==> src/hdl/srs_pkg.sv <==
// shared constants for the screen refresh sequencer
`timescale 1ns / 1ps
`default_nettype none
package srs_pkg;

	// default screen geometry
	localparam int LINES_DEFAULT       = 2;
	localparam int LINE_LENGTH_DEFAULT = 16;

	// sequencer phase codes
	localparam logic [1:0] PH_LINE  = 2'd0;
	localparam logic [1:0] PH_HOME  = 2'd1;
	localparam logic [1:0] PH_BREAK = 2'd2;

	// line break bytes
	localparam logic [7:0] BYTE_CR = 8'd13;
	localparam logic [7:0] BYTE_LF = 8'd10;

	// configuration register indexes
	localparam logic [1:0] CFG_HOME_FIRST  = 2'd0;
	localparam logic [1:0] CFG_HOME_SECOND = 2'd1;
	localparam logic [1:0] CFG_HOME_THIRD  = 2'd2;

	// configuration reset values
	localparam logic [7:0] HOME_FIRST_RST  = 8'd27;
	localparam logic [7:0] HOME_SECOND_RST = 8'd91;
	localparam logic [7:0] HOME_THIRD_RST  = 8'd72;

	localparam int HOME_LEN = 3;

endpackage
`default_nettype wire

==> src/hdl/uart_screen_refresh_sequencer_core.sv <==
// screen refresh sequencer: screen ram, byte stream sequencer and output stage
`timescale 1ns / 1ps
`default_nettype none
// usage
//   input channel (in_valid / in_stall): cmd 0 stores glyph at row/column of the
//   screen, cmd 1 is a transmitter-ready tick that yields exactly one tx_byte item
//   output channel (out_valid / out_stall): one tx_byte per tick, in tick order;
//   the stream is the three home bytes, then per line its characters, CR, LF
//   config channel (cfg_valid / cfg_ready): cfg_index selects a home byte,
//   cfg_ready is always high, write only while the block is idle
//   a tick's byte is registered in s1 (its screen ram read alongside), then moves
//   to the output register and is offered from there; one item per cycle
//   sustained while the output side does not stall, set by the single screen ram
//   read per tick and the two-entry result path (s1 + output reg)
//   writes out of screen range are dropped; a write is visible to the next tick
//   reset: home bytes return to 27 91 72, the stream restarts at the first home
//   byte, every screen cell reads zero (per-cell valid flops, no clearing pass)
//   receiver stall: the output register holds; one more result parks in s1,
//   after that in_stall rises until the output register is taken
module uart_screen_refresh_sequencer_core import srs_pkg::*; #(
	parameter int LINES       = LINES_DEFAULT,
	parameter int LINE_LENGTH = LINE_LENGTH_DEFAULT
) (
	input  wire logic       clk,
	input  wire logic       arst_n,
	// input items
	input  wire logic       in_valid,
	output logic            in_stall,
	input  wire logic       cmd,
	input  wire logic       row,
	input  wire logic [3:0] column,
	input  wire logic [7:0] glyph,
	// result items
	output logic            out_valid,
	input  wire logic       out_stall,
	output logic      [7:0] tx_byte,
	// configuration writes
	input  wire logic       cfg_valid,
	output logic            cfg_ready,
	input  wire logic [1:0] cfg_index,
	input  wire logic [7:0] cfg_data
);

	localparam int DEPTH = LINES * LINE_LENGTH;
	localparam int AW    = (DEPTH > 1) ? $clog2(DEPTH) : 1;
	localparam int LW    = (LINES > 1) ? $clog2(LINES) : 1;
	localparam int PWL   = (LINE_LENGTH > 1) ? $clog2(LINE_LENGTH) : 1;
	localparam int PW    = (PWL > 2) ? PWL : 2;

	// configuration registers
	logic [7:0] home_first_q, home_second_q, home_third_q;

	// sequencer state
	logic [1:0]    phase_q;
	logic [PW-1:0] pos_q;
	logic [LW-1:0] line_q;

	// per-cell written flags, an unwritten cell reads as zero
	logic [DEPTH-1:0] cell_vld_q;

	// result stage behind the ram read
	logic       s1_valid;
	logic       s1_from_mem;
	logic       s1_mem_ok;
	logic [7:0] s1_byte;

	// output register
	logic       out_valid_q;
	logic [7:0] out_byte_q;

	// handshake
	logic out_take, out_free, s1_move, acc, tick, wr;

	// datapath
	logic          wr_in_range;
	logic [AW-1:0] wr_addr, rd_addr;
	logic          rd_en;
	logic [7:0]    ram_rdata;
	logic [7:0]    seq_byte;
	logic          seq_from_mem;
	logic [1:0]    phase_d;
	logic [PW-1:0] pos_d;
	logic [LW-1:0] line_d;
	logic [7:0]    s1_result;

	assign cfg_ready = 1'b1;

	assign out_take = out_valid_q && !out_stall;
	assign out_free = !out_valid_q || out_take;
	assign s1_move  = s1_valid && out_free;
	assign in_stall = s1_valid && !out_free;
	assign acc      = in_valid && !in_stall;
	assign tick     = acc && cmd;
	assign wr       = acc && !cmd;

	assign out_valid = out_valid_q;
	assign tx_byte   = out_byte_q;

	// screen addressing
	assign wr_in_range = (32'(row) < LINES) && (32'(column) < LINE_LENGTH);
	assign wr_addr     = AW'(32'(row) * LINE_LENGTH + 32'(column));
	assign rd_addr     = AW'(32'(line_q) * LINE_LENGTH + 32'(pos_q));

	// next byte of the stream and sequencer advance
	always_comb begin
		phase_d      = phase_q;
		pos_d        = pos_q;
		line_d       = line_q;
		seq_byte     = '0;
		seq_from_mem = 1'b0;
		unique case (phase_q)
			PH_LINE: begin
				seq_from_mem = 1'b1;
				if (pos_q >= PW'(LINE_LENGTH - 1)) begin
					phase_d = PH_BREAK;
					pos_d   = '0;
				end else begin
					pos_d = pos_q + PW'(1);
				end
			end
			PH_BREAK: begin
				if (pos_q >= PW'(1)) begin
					seq_byte = BYTE_LF;
					// last line wraps back to the home sequence
					if (line_q >= LW'(LINES - 1)) begin
						phase_d = PH_HOME;
						line_d  = '0;
					end else begin
						phase_d = PH_LINE;
						line_d  = line_q + LW'(1);
					end
					pos_d = '0;
				end else begin
					seq_byte = BYTE_CR;
					pos_d    = PW'(1);
				end
			end
			default: begin
				// home sequence, the unused phase code behaves the same
				if (pos_q == PW'(0)) begin
					seq_byte = home_first_q;
				end else if (pos_q == PW'(1)) begin
					seq_byte = home_second_q;
				end else begin
					seq_byte = home_third_q;
				end
				if (pos_q >= PW'(HOME_LEN - 1)) begin
					phase_d = PH_LINE;
					pos_d   = '0;
				end else begin
					phase_d = PH_HOME;
					pos_d   = pos_q + PW'(1);
				end
			end
		endcase
	end

	assign rd_en = tick && seq_from_mem;

	srs_ram #(
		.WIDTH(8),
		.DEPTH(DEPTH)
	) u_screen_ram (
		.clk  (clk),
		.we   (wr && wr_in_range),
		.waddr(wr_addr),
		.wdata(glyph),
		.re   (rd_en),
		.raddr(rd_addr),
		.rdata(ram_rdata)
	);

	// configuration
	always_ff @(posedge clk or negedge arst_n) begin
		if (!arst_n) begin
			home_first_q  <= HOME_FIRST_RST;
			home_second_q <= HOME_SECOND_RST;
			home_third_q  <= HOME_THIRD_RST;
		end else if (cfg_valid && cfg_ready) begin
			unique case (cfg_index)
				CFG_HOME_FIRST:  home_first_q  <= cfg_data;
				CFG_HOME_SECOND: home_second_q <= cfg_data;
				CFG_HOME_THIRD:  home_third_q  <= cfg_data;
				default: ;
			endcase
		end
	end

	// sequencer and cell flags
	always_ff @(posedge clk or negedge arst_n) begin
		if (!arst_n) begin
			phase_q    <= PH_HOME;
			pos_q      <= '0;
			line_q     <= '0;
			cell_vld_q <= '0;
		end else begin
			if (tick) begin
				phase_q <= phase_d;
				pos_q   <= pos_d;
				line_q  <= line_d;
			end
			if (wr && wr_in_range) begin
				cell_vld_q[wr_addr] <= 1'b1;
			end
		end
	end

	// result stage control
	always_ff @(posedge clk or negedge arst_n) begin
		if (!arst_n) begin
			s1_valid    <= 1'b0;
			out_valid_q <= 1'b0;
		end else begin
			if (tick) begin
				s1_valid <= 1'b1;
			end else if (s1_move) begin
				s1_valid <= 1'b0;
			end
			if (s1_move) begin
				out_valid_q <= 1'b1;
			end else if (out_take) begin
				out_valid_q <= 1'b0;
			end
		end
	end

	// ram data holds while s1 waits since no read is issued then
	assign s1_result = s1_from_mem ? (s1_mem_ok ? ram_rdata : 8'd0) : s1_byte;

	always_ff @(posedge clk) begin
		if (tick) begin
			s1_from_mem <= seq_from_mem;
			s1_mem_ok   <= cell_vld_q[rd_addr];
			s1_byte     <= seq_byte;
		end
		if (s1_move) begin
			out_byte_q <= s1_result;
		end
	end

endmodule
`default_nettype wire

==> src/hdl/srs_ram.sv <==
// generic single-port-write, single-port-read ram with registered read
`timescale 1ns / 1ps
`default_nettype none
module srs_ram #(
	parameter int WIDTH = 8,
	parameter int DEPTH = 32,
	localparam int AW = (DEPTH > 1) ? $clog2(DEPTH) : 1
) (
	input  wire logic             clk,
	input  wire logic             we,
	input  wire logic [AW-1:0]    waddr,
	input  wire logic [WIDTH-1:0] wdata,
	input  wire logic             re,
	input  wire logic [AW-1:0]    raddr,
	output logic      [WIDTH-1:0] rdata
);

	logic [WIDTH-1:0] mem_q [DEPTH];

	always_ff @(posedge clk) begin
		if (we) begin
			mem_q[waddr] <= wdata;
		end
		if (re) begin
			rdata <= mem_q[raddr];
		end
	end

endmodule
`default_nettype wire

==> config.mk <==
export PLATFORM = sky130hd
export DESIGN_NAME = uart_screen_refresh_sequencer_core
export DESIGN_NICKNAME = d
export VERILOG_FILES = /design/src/hdl/srs_pkg.sv /design/src/hdl/uart_screen_refresh_sequencer_core.sv /design/src/hdl/srs_ram.sv
export SDC_FILE = /design/constraint.sdc
export NUM_CORES = 1
export LEC_CHECK = 0
export BUFFER_PORTS_ARGS = -buffer_cell sky130_fd_sc_hd__buf_2
export CORE_UTILIZATION = 40
export DETAILED_ROUTE_END_ITERATION = 12
export HOLD_SLACK_MARGIN = 0.15
export PLACE_DENSITY = 0.58
export SYNTH_ARGS = -nofsm -noshare
export SYNTH_HDL_FRONTEND = slang
export SYNTH_SLANG_ARGS = --single-unit
==> constraint.sdc <==
create_clock -name clk -period 2.15 [get_ports clk]
set_input_delay 0.645 -clock clk [delete_from_list [all_inputs] [get_ports clk]]
set_output_delay 0.645 -clock clk [all_outputs]
set_load 0.01 [all_outputs]
==> results.json <==
{
  "grt_usage": 0.184,
  "period_needed_ns": 2.12,
  "fin_util": 0.490,
  "path_cells": "buf_12, mux4_2, o22a_1, o21ai_1, a22oi_1",
  "slew-limit-headroom": 0.533,
  "grt_max_degree": 52,
  "timing.hold.ws_ns": 0.370,
  "reg2reg_depth": 5,
  "final_cell_area_um2": 16900,
  "power_mw": 19.5,
  "final_max_slew_viol_count": 0,
  "setup-tns-final_ns": 0,
  "grt_setup_unrepaired": "true",
  "worstSetupPathType": "reg2reg",
  "antenna_found_initial": 0,
  "period_share": 0.985,
  "worstPathRequired_ns": 2.39,
  "die_w_um": 189,
  "drc": 0,
  "ys_warn_count": 0,
  "antenna_left": 0,
  "critPathLaunchType": "flip-flop",
  "numCtsBuffers": 38,
  "synth_seq_area_share": 0.720,
  "max_cap_viol_count": 0,
  "clock-root-buffer": "clkbuf_16",
  "area_growth_pct": 20.5,
  "crit_end": "u_screen_ram.rdata[7]",
  "wl_per_cell_um": 22.3,
  "crit_slowest_cell": "dfrtp_4",
  "clk_latency_ns": 0.54,
  "clock-sinks": 347,
  "htreeDepth": 2,
  "rrSetupSlack_ns": 0.03,
  "final_hold_viol_count": 0,
  "clk_path_buf_depth": 3,
  "synth_top_flop_cell": "edfxtp_1",
  "hold_path.class": "in2reg",
  "rows": 68,
  "status": "finished clean",
  "path_max_fanout": 9,
  "drtPass1Iterations": 5,
  "max_freq_ghz": 0.472,
  "reg2reg_to": "u_screen_ram.rdata[7]",
  "antenna_cells": 0,
  "path_buf_inv": 1,
  "grt_pass1_wl_um": 48700,
  "synth_edf_count": 282,
  "setup_viol": 0,
  "critPathCaptureType": "flip-flop",
  "synth_area_um2": 14000,
  "cp_top_family": "compound AO/OA/AOI/OAI gates",
  "io_pins": 40,
  "core_um2": 34500,
  "worst_pin_slew_ns": 0.701,
  "start_util": 0.406,
  "crit_arrival_ns": 2.36,
  "multiInputGateArea_um2": 3660,
  "overflow": 0,
  "vias_per_cell": 5.30,
  "design.die.area_um2": 35800,
  "synth_nets": 830,
  "grt_pass1_vias": 7764,
  "final_cell_mix": "282 x edfxtp_1, 107 x buf_4, 61 x mux2i_1",
  "avgSynthCellArea_um2": 17.6,
  "portBuffers": 38,
  "layout_commonest_cell": "edfxtp_1",
  "wl_um": 32200,
  "fillCellCount": 2914,
  "rr_startpoint": "pos_q[0]",
  "ys_types": 54,
  "vias": 7637,
  "worst-path-stages": 5,
  "leakage_nw": 6.19,
  "synth_cells": 796,
  "clk_pin_slew_ns": 0.06,
  "power_density_nw_per_um2": 1150,
  "clock_skew_ns": 0.0230,
  "vdd_drop_max_uv": 631,
  "drive_above_1_share": 0.347,
  "dpl_cell_area_um2": 15500,
  "seqCellArea_um2": 10100,
  "drt_iter0_drc": 565,
  "nNetsFinal": 990,
  "startpoint": "pos_q[0]",
  "fp.dieH_um": 189,
  "place_congestion": 0.797,
  "synthArstFlopShare": 0.187,
  "synth-seq-cells": 347,
  "critPathMaxStageDelay_ns": 0.55,
  "cts_tree": "done",
  "dp_hpwl_um": 20900
}
stage by stage:
step | setup WS, ns | std cells
2_1_floorplan | -0.125 | 796
6_report | 0.0330 | 1440
3_5_place_dp | -0.0743 | 1358
3_3_place_gp | -0.0802 | 1358
5_1_grt | -0.00795 | 1440
4_1_cts | 0.00328 | 1433
flip-flops by register name, indices dropped and copies added, names as in the netlist, 2 cells and up:
signal and count:
s1_byte 8, u_screen_ram.mem_q 256, pos_q 4, cell_vld_q 32
phase_q 2, tx_byte 8, home_second_q 8, u_screen_ram.rdata 8
home_first_q 8, home_third_q 8
how the worst min path moves through the flow:
stage,endpoint,cells past startpoint,from
floorplan,cell_vld_q[0],0,arst_n
global placement,cell_vld_q[15],1,cell_vld_q[15]
detailed placement,cell_vld_q[17],1,cell_vld_q[17]
CTS,out_valid,2,out_stall
global route,out_valid,2,out_stall
finish,out_valid,2,out_stall
synthesized netlist by cell type, types with 10 or more instances:
cell type	number	area, µm²
nor2_1	46	173
nand2_1	33	124
buf_2	12	60.1
inv_1	13	48.8
dfrtp_1	53	1330
edfxtp_1	282	8470
mux4_2	41	923
o21bai_1	16	120
o22ai_1	10	62.6
clkbuf_1	17	63.8
mux2_2	35	394
a211oi_1	15	113
dfstp_2	12	315
o21ai_0	13	65.1
or2_2	18	113
a221oi_1	18	158
mux2i_1	62	621
power breakdown:
part	leakage [nW]	switching, mW	total [mW]	internal (mW)
Combinational	2.31	2.75	5.39	2.64
Sequential	3.32	0.316	8.13	7.81
Clock	0.556	2.57	6.00	3.43
cells by family (layout without fill, tap and decap cells):
| logic type | after synthesis | count (layout) | synth area share |
|---|---|---|---|
| DFF | 347 | 347 | 0.720 |
| muxes | 142 | 142 | 0.146 |
| and+or+nand+nor | 136 | 136 | 0.0476 |
| AOI/OAI and AO/OA | 106 | 106 | 0.0561 |
| buffers and inverters | 58 | 247 | 0.0251 |
| adders and majority gates | 5 | 5 | 0.00446 |
| other | 1 | 1 | 0.000267 |
| xor gates and xnor gates | 1 | 1 | 0.000624 |
final cells by class:
| class | instances | share of cell area |
|---|---|---|
| tap | 455 | 0.0337 |
| inverter | 14 | 0.00340 |
| multi-input combinational | 391 | 0.217 |
| timing repair buffer | 164 | 0.0796 |
| sequential | 347 | 0.598 |
| clock buffer | 47 | 0.0588 |
| clock inverter | 22 | 0.00984 |
worst reg2reg max path: stages, from the launching register on:
cell     delay [ns]
dfrtp_4        0.55
buf_12         0.19
mux4_2         0.54
o22a_1         0.25
o21ai_1        0.17
a22oi_1        0.15
routing by layer:
layer | share of wire | global-route usage | wire length, µm
met1 | 0.44 | 0.256 | 14300
met5 | 0 | 0 | 0
met4 | 0.022 | 0.0518 | 710
met3 | 0.052 | 0.0284 | 1660
met2 | 0.48 | 0.299 | 15500
repair_timing:
action,in CTS,in global routing
setup endpoints to repair,7,14
setup buffers,4,8
pin swaps,0,2
cloned,1,0
endpoints found under the hold margin,12,0
hold buffers,1,0
resized for setup,11,14
(Power assumes the default switching activity.)
